**src/rtl/core/assert_macros.svh**
```systemverilog
// assertion macros, included by bitmap_block_allocator.sv
`ifndef ASSERT_MACROS_SVH
`define ASSERT_MACROS_SVH

`ifndef SYNTHESIS
`define BBA_ASSERT_ALWAYS(lbl, expr) \
  lbl: assert property (@(posedge clk) disable iff (rst) (expr)) \
    else $error("invariant violated");
`define BBA_ASSERT_IMPLIES(lbl, ante, cons) \
  lbl: assert property (@(posedge clk) disable iff (rst) (ante) |-> (cons)) \
    else $error("implication violated");
`else
`define BBA_ASSERT_ALWAYS(lbl, expr)
`define BBA_ASSERT_IMPLIES(lbl, ante, cons)
`endif

`endif

```
**src/rtl/core/bba_pkg.sv**
```systemverilog
// types and constants of the bitmap block allocator
package bba_pkg;

  localparam int BLK_W   = 12;
  localparam int BLK_CAP = 4095;

  typedef enum logic [1:0] {
    MODE_ALLOC = 2'd0,
    MODE_PEEK  = 2'd1,
    MODE_COUNT = 2'd2,
    MODE_FREE  = 2'd3
  } bba_mode_t;

  localparam logic [1:0] ST_OK      = 2'd0;
  localparam logic [1:0] ST_FULL    = 2'd1;
  localparam logic [1:0] ST_BADFREE = 2'd2;

  // controller to datapath
  typedef struct packed {
    logic clear;      // write zero at the sweep address, step it
    logic take;       // latch the request item
    logic start;      // load the map address for the request
    logic read;       // read the map byte
    logic next;       // step to the next byte of the scan
    logic mark_full;
    logic mark_bad;
    logic found;      // record the free block, prepare the set byte
    logic release_bit;
    logic write;      // write the modified byte, adjust the count
    logic emit;       // load the output register
  } bba_cmd_t;

  // datapath to controller
  typedef struct packed {
    logic clr_last;
    logic is_count;
    logic is_free;
    logic is_peek;
    logic range_bad;
    logic map_full;
    logic hit;
    logic last_byte;
    logic out_free;
  } bba_stat_t;

endpackage

```
**src/rtl/core/bba_ram.sv**
```systemverilog
// generic single port ram with registered read
module bba_ram #(
  parameter int WIDTH = 8,
  parameter int DEPTH = 256
) (
  input  logic                     clk,
  input  logic                     we,
  input  logic                     re,
  input  logic [$clog2(DEPTH)-1:0] addr,
  input  logic [WIDTH-1:0]         wdata,
  output logic [WIDTH-1:0]         rdata
);

  logic [WIDTH-1:0] mem [DEPTH];

  always_ff @(posedge clk) begin
    if (we) begin
      mem[addr] <= wdata;
    end
    if (re) begin
      rdata <= mem[addr];
    end
  end

endmodule

```
**src/rtl/core/bba_ctrl.sv**
```systemverilog
// controller state machine of the bitmap block allocator
module bba_ctrl (
  input  logic               clk,
  input  logic               rst,
  input  logic               s_tvalid,
  output logic               s_tready,
  input  bba_pkg::bba_stat_t stat,
  output bba_pkg::bba_cmd_t  cmd
);

  typedef enum logic [6:0] {
    S_CLEAR  = 7'b0000001,
    S_IDLE   = 7'b0000010,
    S_DECODE = 7'b0000100,
    S_READ   = 7'b0001000,
    S_EVAL   = 7'b0010000,
    S_WRITE  = 7'b0100000,
    S_DONE   = 7'b1000000
  } state_t;

  state_t state, state_next;

  always_ff @(posedge clk) begin
    if (rst) begin
      state <= S_CLEAR;
    end else begin
      state <= state_next;
    end
  end

  assign s_tready = (state == S_IDLE);

  always_comb begin
    state_next = state;
    cmd        = '0;
    case (state)
      S_CLEAR: begin
        cmd.clear = 1'b1;
        if (stat.clr_last) state_next = S_IDLE;
      end
      S_IDLE: begin
        if (s_tvalid) begin
          cmd.take   = 1'b1;
          state_next = S_DECODE;
        end
      end
      S_DECODE: begin
        if (stat.is_count) begin
          state_next = S_DONE;
        end else if (stat.is_free) begin
          if (stat.range_bad) begin
            cmd.mark_bad = 1'b1;
            state_next   = S_DONE;
          end else begin
            cmd.start  = 1'b1;
            state_next = S_READ;
          end
        end else if (stat.map_full) begin
          cmd.mark_full = 1'b1;
          state_next    = S_DONE;
        end else begin
          cmd.start  = 1'b1;
          state_next = S_READ;
        end
      end
      S_READ: begin
        cmd.read   = 1'b1;
        state_next = S_EVAL;
      end
      S_EVAL: begin
        if (stat.is_free) begin
          if (stat.hit) begin
            cmd.release_bit = 1'b1;
            state_next      = S_WRITE;
          end else begin
            cmd.mark_bad = 1'b1;
            state_next   = S_DONE;
          end
        end else if (stat.hit) begin
          cmd.found  = 1'b1;
          state_next = stat.is_peek ? S_DONE : S_WRITE;
        end else if (stat.last_byte) begin
          cmd.mark_full = 1'b1;
          state_next    = S_DONE;
        end else begin
          cmd.next   = 1'b1;
          state_next = S_READ;
        end
      end
      S_WRITE: begin
        cmd.write  = 1'b1;
        state_next = S_DONE;
      end
      S_DONE: begin
        if (stat.out_free) begin
          cmd.emit   = 1'b1;
          state_next = S_IDLE;
        end
      end
      default: begin
        state_next = S_CLEAR;
      end
    endcase
  end

endmodule

```
**src/rtl/core/bba_dp.sv**
```systemverilog
// datapath of the bitmap block allocator: map memory, scan address, count, result
module bba_dp #(
  parameter int MAP_BYTES = 256
) (
  input  logic               clk,
  input  logic               rst,
  input  logic [15:0]        s_tdata,
  output logic               m_tvalid,
  input  logic               m_tready,
  output logic [31:0]        m_tdata,
  input  bba_pkg::bba_cmd_t  cmd,
  output bba_pkg::bba_stat_t stat
);

  localparam int AW         = $clog2(MAP_BYTES);
  localparam int BW         = AW + 4;
  localparam int RAW_BLOCKS = MAP_BYTES * 8;
  localparam int NUM_BLOCKS = (RAW_BLOCKS > bba_pkg::BLK_CAP) ? bba_pkg::BLK_CAP : RAW_BLOCKS;
  localparam int LAST_SCAN  = (NUM_BLOCKS - 1) / 8;

  logic [1:0]              mode;
  logic [bba_pkg::BLK_W-1:0] req;
  logic [bba_pkg::BLK_W-1:0] req_pos;
  logic [AW-1:0]           addr;
  logic [7:0]              rdata;
  logic [7:0]              wbyte;
  logic [bba_pkg::BLK_W-1:0] used_count;
  logic [bba_pkg::BLK_W-1:0] blk_res;
  logic [1:0]              st_res;

  logic [15:0]             pos_ext;
  logic [2:0]              low_zero;
  logic [BW-1:0]           scan_blk;
  logic                    scan_hit;
  logic                    free_hit;
  logic [7:0]              ram_wdata;

  bba_ram #(
    .WIDTH (8),
    .DEPTH (MAP_BYTES)
  ) u_map (
    .clk   (clk),
    .we    (cmd.clear | cmd.write),
    .re    (cmd.read),
    .addr  (addr),
    .wdata (ram_wdata),
    .rdata (rdata)
  );

  assign ram_wdata = cmd.clear ? 8'h00 : wbyte;
  assign pos_ext   = {4'b0, req_pos};

  // lowest clear bit of the byte just read
  always_comb begin
    low_zero = 3'd0;
    for (int i = 7; i >= 0; i--) begin
      if (!rdata[i]) low_zero = 3'(i);
    end
  end

  assign scan_blk = {1'b0, addr, low_zero} + BW'(1);
  assign scan_hit = (rdata != 8'hFF) && (scan_blk <= BW'(NUM_BLOCKS));
  assign free_hit = rdata[req_pos[2:0]];

  always_comb begin
    stat.clr_last  = (addr == AW'(MAP_BYTES - 1));
    stat.is_count  = (mode == bba_pkg::MODE_COUNT);
    stat.is_free   = (mode == bba_pkg::MODE_FREE);
    stat.is_peek   = (mode == bba_pkg::MODE_PEEK);
    stat.range_bad = (req == '0) || (req > bba_pkg::BLK_W'(NUM_BLOCKS));
    stat.map_full  = (used_count == bba_pkg::BLK_W'(NUM_BLOCKS));
    stat.hit       = (mode == bba_pkg::MODE_FREE) ? free_hit : scan_hit;
    stat.last_byte = (addr == AW'(LAST_SCAN));
    stat.out_free  = !m_tvalid || m_tready;
  end

  always_ff @(posedge clk) begin
    if (rst) begin
      addr       <= '0;
      used_count <= '0;
      m_tvalid   <= 1'b0;
    end else begin
      if (cmd.clear || cmd.next) begin
        addr <= addr + AW'(1);
      end else if (cmd.start) begin
        addr <= (mode == bba_pkg::MODE_FREE) ? pos_ext[AW+2:3] : '0;
      end
      if (cmd.write) begin
        if (mode == bba_pkg::MODE_ALLOC) begin
          used_count <= used_count + bba_pkg::BLK_W'(1);
        end else begin
          used_count <= used_count - bba_pkg::BLK_W'(1);
        end
      end
      if (cmd.emit) begin
        m_tvalid <= 1'b1;
      end else if (m_tready) begin
        m_tvalid <= 1'b0;
      end
    end
  end

  always_ff @(posedge clk) begin
    if (cmd.take) begin
      mode    <= s_tdata[1:0];
      req     <= s_tdata[13:2];
      req_pos <= s_tdata[13:2] - bba_pkg::BLK_W'(1);
      blk_res <= '0;
      st_res  <= bba_pkg::ST_OK;
    end
    if (cmd.mark_full) st_res <= bba_pkg::ST_FULL;
    if (cmd.mark_bad) st_res <= bba_pkg::ST_BADFREE;
    if (cmd.found) begin
      blk_res <= bba_pkg::BLK_W'(scan_blk);
      wbyte   <= rdata | (8'h01 << low_zero);
    end
    if (cmd.release_bit) begin
      wbyte <= rdata & ~(8'h01 << req_pos[2:0]);
    end
    if (cmd.emit) begin
      m_tdata <= {6'b0, st_res, used_count, blk_res};
    end
  end

endmodule

```
**src/rtl/core/bitmap_block_allocator.sv**
```systemverilog
// bitmap block allocator: first-free search, free, and usage count over a block bitmap
//
// input channel s_*: one request item per handshake; tdata carries mode (0 allocate,
// 1 peek, 2 count, 3 free) and the block number to free, counted from 1.
// output channel m_*: exactly one result item per request, in request order; tdata
// carries the allocated or next free block number (0 if none), the used count after
// the request and a status (0 ok, 1 map full, 2 bad free).
// from acceptance to m_tvalid a count passes decode and done, a free decode, read,
// evaluate, write and done, a bad free decode and done when out of range and decode,
// read, evaluate and done when the block is already free.
// allocate and peek read the map one byte at a time through the single ram port, each
// byte in a read and an evaluate state, stopping at the first byte with a clear bit;
// a peek skips the write state. a full map is known from the count without a scan.
// s_tready rises in the same cycle as the result appears in the output register; a
// result may wait for the receiver while the next request is in work; if the receiver
// stalls longer the block holds the new result and stops taking requests.
// after reset the map ram is zeroed one byte a cycle, all MAP_BYTES bytes, with
// s_tready low; the used count starts at zero.
`include "assert_macros.svh"

module bitmap_block_allocator #(
  parameter int MAP_BYTES = 256
) (
  input  logic        clk,
  input  logic        rst,
  input  logic        s_tvalid,
  output logic        s_tready,
  input  logic [15:0] s_tdata,   // mode [1:0], block_to_free [13:2], zero [15:14]
  output logic        m_tvalid,
  input  logic        m_tready,
  output logic [31:0] m_tdata    // block_number [11:0], used_blocks [23:12], status [25:24]
);

  localparam int RAW_BLOCKS = MAP_BYTES * 8;
  localparam int NUM_BLOCKS = (RAW_BLOCKS > bba_pkg::BLK_CAP) ? bba_pkg::BLK_CAP : RAW_BLOCKS;

  bba_pkg::bba_cmd_t  cmd;
  bba_pkg::bba_stat_t stat;

  bba_ctrl u_ctrl (
    .clk      (clk),
    .rst      (rst),
    .s_tvalid (s_tvalid),
    .s_tready (s_tready),
    .stat     (stat),
    .cmd      (cmd)
  );

  bba_dp #(
    .MAP_BYTES (MAP_BYTES)
  ) u_dp (
    .clk      (clk),
    .rst      (rst),
    .s_tdata  (s_tdata),
    .m_tvalid (m_tvalid),
    .m_tready (m_tready),
    .m_tdata  (m_tdata),
    .cmd      (cmd),
    .stat     (stat)
  );

  `BBA_ASSERT_IMPLIES(a_emit_slot_free, cmd.emit, stat.out_free)
  `BBA_ASSERT_IMPLIES(a_used_in_range, m_tvalid, m_tdata[23:12] <= 12'(NUM_BLOCKS))
  `BBA_ASSERT_IMPLIES(a_block_ok, m_tvalid && |m_tdata[11:0], m_tdata[25:24] == bba_pkg::ST_OK)

endmodule
```
**config.mk**
```make
export PLATFORM = sky130hd
export DESIGN_NAME = bitmap_block_allocator
export DESIGN_NICKNAME = d
export VERILOG_FILES = /design/src/rtl/core/bba_pkg.sv /design/src/rtl/core/bba_ram.sv /design/src/rtl/core/bba_ctrl.sv /design/src/rtl/core/bba_dp.sv /design/src/rtl/core/bitmap_block_allocator.sv
export VERILOG_INCLUDE_DIRS = /design/src /design/src/rtl/core
export SDC_FILE = /design/constraint.sdc
export NUM_CORES = 2
export LEC_CHECK = 0
export ABC_CLOCK_PERIOD_IN_PS = 10300
export BUFFER_PORTS_ARGS = -buffer_cell sky130_fd_sc_hd__buf_2
export CAP_MARGIN = 40
export CORE_UTILIZATION = 58
export CTS_CLUSTER_DIAMETER = 60
export DETAILED_ROUTE_END_ITERATION = 16
export GPL_TIMING_DRIVEN = 0
export PLACE_DENSITY_LB_ADDON = 0.08
export SETUP_SLACK_MARGIN = 0.1
export SYNTH_ARGS = -nofsm -noshare
export SYNTH_HDL_FRONTEND = slang
export SYNTH_SLANG_ARGS = --single-unit
```
**constraint.sdc**
```tcl
create_clock -name clk -period 10.3 [get_ports clk]
set_input_delay 2.06 -clock clk [delete_from_list [all_inputs] [get_ports clk]]
set_output_delay 2.06 -clock clk [all_outputs]
set_load 0.005 [all_outputs]
```
; Yosys cells after proc, flatten, opt, wreduce, memory -nomap -nowiden
; Memories as Yosys holds them, arrays and structs flattened. A register that Yosys moved wholly into a read port is not among the register bits.
; Index checks and enable logic that the tools add are counted.
[classes]
n_addsub = 5
magnitude_cmp = 3
n_eq_ne = 16
shift = 2
n_mux = 68
n_bitwise = 4
n_reduce_logical = 13
[ops]
columns = operator, count
row1 = 7-bit two-way mux, 12
row2 = 7-bit case mux with 7 select lines, 1
row3 = 8-bit two-way mux, 6
row4 = 12-bit two-way mux, 3
row5 = 1-bit two-way mux, 30
row6 = 3-bit two-way mux, 8
row7 = 1-bit by 3-bit << shifter with 8-bit output (first input constant), 2
row8 = 11-bit by 1-bit adder with 12-bit output (second input constant), 1
row9 = 12-bit by 1-bit adder with 12-bit output (second input constant), 1
row10 = 12-bit == test (second input constant), 1
row11 = 12-bit greater-than comparator (second input constant), 1
row12 = 12-bit less-or-equal comparator (second input constant), 1
row13 = 12-bit zero test, 1
row14 = 2-bit two-way mux, 6
row15 = 12-bit by 1-bit subtractor with 12-bit output (second input constant), 1
row16 = 11-bit by 1-bit subtractor with 11-bit output (second input constant), 1
row17 = 2-bit nonzero test, 5
row18 = 8-bit by 1-bit adder with 8-bit output (second input constant), 1
row19 = 8-bit bitwise AND, 1
row20 = 8-bit == test (second input constant), 1
row21 = 8-bit != test (second input constant), 1
row22 = 8-bit inverter, 1
row23 = 8-bit bitwise OR, 1
row24 = 7-bit by 1-bit == test with 1-bit output (second input constant), 1
row25 = other kinds (18), 23
[totals]
regBits = 101
ram_bits = 2048
in_bits = 20
out_inout_bits = 34
word_cells = 123
n_memories = 1
[memory_table]
columns = name, words, word_bits, read_ports, rd_clocked_by_memory_dff, wr, line
row1 = u_dp.u_map.mem, 256, 8, 1, 1, 1, bba_ram.sv:14  ; logic [WIDTH-1:0] mem [DEPTH];

; Depth between registers and ports, before layout
[depth]
depth_word = 17
mapped_depth = 13
depth_no_buf = 12

; Modules after synthesis
; A second synthesis with hierarchy kept.
[unflattened]
hier_cells = 4047
area_unflattened_um2 = 83961.8
[by_module_without_submodules]
columns = mod, instances, cells_each, area_per_inst_um2, seq_area_each_um2
row1 = bba_ram, 1, 3547, 78572.9, 61739.2
row2 = bba_dp, 1, 427, 4802.1, 2592.5
row3 = bba_ctrl, 1, 73, 586.8, 140.1

; Worst setup path after synthesis
; Ideal clock, no wire load.
[synth_path]
kind = register to register
from = register u_ctrl.state[5]
to = memory u_dp.u_map.mem[0][0], data pin
setup_time_ps = 870
arrival_ps = 4109
required_time_ps = 9430
path_slack_ps = 5321
path_stages_with_launch = 5
path_buffers = 1
period_less_slack_ps = 4979
cell_sequence = dfxtp_1 -> nor3_1 -> nand3_1 -> clkbuf_1 -> and2_1
[synth_via]
elab_chain_len = 3
[synth_lines]
columns = element, line
row1 = from (decl), bba_ctrl.sv:21  ; state_t state, state_next;
row2 = from (signal assigned), bba_ctrl.sv:27  ; state <= state_next;
row3 = 7-bit by 1-bit == test with 1-bit output, bba_ctrl.sv:36  ; case (state)
row4 = 1-bit two-way mux, bba_ctrl.sv:36
row5 = 8-bit two-way mux, bba_dp.sv:50  ; assign ram_wdata = cmd.clear ? 8'h00 : wbyte;
row6 = named net u_dp.ram_wdata[0], bba_dp.sv:36  ; logic [7:0] ram_wdata;
row7 = to (decl), bba_ram.sv:14
; The timed path passes the listed nets, and every way through them passes these cells.

; Worst setup path in the final report
[layout_path]
from = register u_dp.addr[1]
to = memory u_dp.u_map.mem[197][6], enable pin
[layout_lines]
columns = element, line
row1 = from (decl), bba_dp.sv:24  ; logic [AW-1:0] addr;
row2 = from (signal assigned), bba_dp.sv:84  ; addr <= addr + AW'(1);
row3 = from (signal assigned), bba_dp.sv:86  ; addr <= (mode == bba_pkg::MODE_FREE) ? pos_ext[AW+2:3] : '0;
; No word-level cell before the write port.

==> run summary <==
VDD sags by at most roughly 0.16 mV. Across the run, the number of max-cap violations was 0. In this run the cell area of the synthesized design comes to ~84,000 sq um. The via count came out at 47,300. After synthesis, the cell types taking the most area are sky130_fd_sc_hd__edfxtp_1 76%, sky130_fd_sc_hd__mux4_2 16%, sky130_fd_sc_hd__nor2_1 1.4%. The run finished, with violations left.

The average cell area after synthesis came out at around 21 sq um. The share of async-settable or async-resettable flops after synthesis came out at 0. The worst setup path is launched from a register.

The total of warnings raised by yosys came out at 0. The biggest area contributor in the post-synthesis netlist is sky130_fd_sc_hd__edfxtp_1. The total overflow reported by the global router came out at 0.

The type of the worst min-delay path is register to register. The worst path in the final design needs a cycle of 6860 ps, including I/O delays and setup. The total CTS buffers is 207.

The pin slew with the least headroom to its limit is between 1000 and 1500 ps. The number of synthesized flops with an enable pin is 2,127. The fmax is ~150 MHz. The clock skew after layout came out at 36.0 ps. The root buffer cell is sky130_fd_sc_hd__clkbuf_16. After filler insertion, the fill cell instance count of the layout stands at between 9,000 and 10,000. TritonCTS built the clock tree.

Setup repair after global routing left no endpoint under its margin. From synthesis to final layout, the design area changed by 14.0%. The clock latency at the later pin of the worst-skew pair came out at 880 ps. The number of sinks handled by clock tree synthesis came out at between 2,000 and 2,500. The final period utilization is 0.666. Clock-pin slew was measured on the worst setup and hold paths at 70 ps. The post-cts repair resize count came out at 0. The total die area is about 150,000 sq um. The number of standard-cell rows in the floorplan is 139.

The core footprint is 144,000 sq um. For this design the top-level I/O count stands at 54. The number of antenna violations at the first check in global routing came to 13. The first-pass GRT wire length is between 300 and 400 mm. The synthesis-stage register bit count is 2,157.

The largest net degree at the start of global routing is 90. The number of global-route vias before repair came out at approximately 44,000. The total power of the final layout came out at 20.5 mW. The highest net fanout along the worst path is 12.

The number of I/O port buffers is 44. The horizontal extent of the die came out at 383 um. The average via count per standard cell came out at 7.33.

The total count of hold-check failures in the final report came out at 0. In the final design database the tool counted between 4,000 and 5,000 nets. The max-slew violation total from the final report came out at 0. The overall die height is 383 um.

In this run the remaining antenna-violating nets after routing total 0. The power per cell area came out at 214 nW/um^2. Summed over all cells, the static leakage comes to 31.0 nW. The number of distinct library cells after synthesis came out at 64.

The worst slew margin relative to its limit came out at 0.233. The leading cell type in the layout, fill and taps excluded is sky130_fd_sc_hd__edfxtp_1. The number of DRC markers in iteration 0 came out at 9,165. The HPWL reported at the end of detailed placement is 195 mm.

The top cell type's share of synthesized area came out at 0.758. The most frequently used flop master after synthesis is sky130_fd_sc_hd__edfxtp_1. At the worst endpoint, the required time is 10,780 ps. After clock tree synthesis, the setup repair step added 0 buffers.

Setup violations remaining at the end of the flow were counted as 0. The detailed-routing iteration count for the pre-antenna-repair pass came out at 14. The worst setup path category is register to register. After detailed routing, the number of remaining DRC violations is 21. The count of H-tree levels built during CTS came out at 4. The initial utilization of the core area, before any placement, comes to 0.586.

The aggregate negative setup slack came out at 0 ps. The post-detailed-placement cell area came out at approximately 89,000 sq um. The data arrival time at the worst-slack endpoint is between 7000 and 8000 ps.

The final RePlAce weighted congestion is 1.04. For this run, the total global-route usage over all layers was measured as 0.403. The final reports fail on design-rule violations. For this block, the routed nets add up to a little under 300 mm of wire. The maximum number of buffers from clock root to sink is 3. The gate count of the mapped netlist is 3,927.

In the layout the commonest cells are 2,127 x sky130_fd_sc_hd__edfxtp_1, 596 x sky130_fd_sc_hd__mux4_2, 312 x sky130_fd_sc_hd__nor2_1. In this run, post-CTS hold repair placed 0 buffers. The share of post-route cells with drive strength above 1 came out at 0.283. The register area share after synthesis came out at 0.765. Once layout is done, the placed cells without fillers occupy 96,100 sq um. The worst setup path is captured at a register. After detailed routing, the average wire length per cell comes to 45.2 um.
layout make-up:
class | instances | area (sq um) | share of cell area
Sequential cell | 2157 | 64500 | 0.671
Multi-Input combinational cell | 1514 | 18700 | 0.194
Clock buffer | 268 | 5550 | 0.0577
Timing Repair Buffer | 224 | 2660 | 0.0277
Tap cell | 1903 | 2380 | 0.0248
Buffer | 230 | 1180 | 0.0123
Clock inverter | 114 | 1020 | 0.0107
Inverter | 31 | 116 | 0.00121
Antenna cell | 10 | 25.0 | 0.000261
cell usage after synthesis, drive strengths merged, types with 3 or more instances:
master,count
nor4b,3
o32ai,5
o211ai,7
and3b,3
nand2,70
nor2,312
ha,22
a21oi,61
a22o,17
nand3,52
mux2i,30
a211o,3
or2,4
nor4,13
mux4,596
o31ai,6
a21o,7
o221ai,5
and3,8
a22oi,39
or3,8
clkbuf,120
nor3,29
o21ai,18
and2,14
mux2,6
nand4b,5
xnor2,15
nor2b,31
nand4,17
a221oi,15
buf,110
nand2b,13
dfxtp,30
a211oi,6
or4,6
xor2,9
inv,31
o22ai,12
a31oi,20
edfxtp,2127
worst paths after layout:
kind,start,endpoint,slack [ps],cells after the start
hold / removal,u_dp.blk_res[5],u_dp.m_tdata[5],420,0
setup / recovery,u_dp.addr[1],u_dp.u_map.mem[197][6],3440,12
hold reg to reg,u_dp.blk_res[5],u_dp.m_tdata[5],420,0
setup reg to reg,u_dp.addr[1],u_dp.u_map.mem[197][6],3440,12
report_power, final:
group          switching (mW)  internal (mW)
sequential             0.0123           9.69
combinational            2.25           1.07
clock                    3.32           4.19
logic make-up (layout without fill, tap and decap cells):
kind of cell,count (synthesis),after routing,synth area share
mux,632,632,0.164
buf+inv,261,867,0.0144
compound gates,237,237,0.0192
fa+ha+maj,23,23,0.00350
other cells,1,16,0.0000445
xor+xnor,24,24,0.00249
flops,2157,2157,0.765
simple gates,592,592,0.0319
routing by layer:
metal,vias to the layer above,GRT usage,wire [um]
met4,12,0.245,22300
met2,4462,0.567,125000
li1,17300,-,-
met3,966,0.165,46800
met1,24500,0.527,97300
met5,-,0,80
registers in the layout, summed over array words and instances, names as in the netlist, 11 cells and up:
signal / count
u_dp.used_count: 12
u_dp.m_tdata: 26
u_dp.blk_res: 12
u_dp.req_pos: 11
u_dp.u_map.mem: 2048
u_dp.req: 12
critical path, stage by stage (launching register included):
cell                       delay (ps)
sky130_fd_sc_hd__dfxtp_1          380
sky130_fd_sc_hd__buf_2            260
sky130_fd_sc_hd__buf_2            400
sky130_fd_sc_hd__buf_2            570
sky130_fd_sc_hd__buf_2            770
sky130_fd_sc_hd__buf_2            750
sky130_fd_sc_hd__buf_1            470
sky130_fd_sc_hd__buf_8            240
sky130_fd_sc_hd__inv_1            120
sky130_fd_sc_hd__ha_1             290
sky130_fd_sc_hd__nand3_1          720
sky130_fd_sc_hd__clkbuf_2         910
sky130_fd_sc_hd__nor2_1           480
through the flow:
| step | worst slack (ps) | std cells | util | hold slack, ps |
|---|---|---|---|---|
| 2_1_floorplan | 5320 | 3932 | - | 400 |
| 3_3_place_gp | 1070 | 5879 | 0.604 | 407 |
| 3_5_place_dp | 3970 | 6054 | 0.621 | 405 |
| 4_1_cts | 3910 | 6436 | 0.667 | 423 |
| 5_1_grt | 3900 | 6441 | 0.668 | 426 |
| 6_report | 3440 | 6451 | 0.668 | 418 |
No activity file was read; power rests on OpenSTA's default activity.
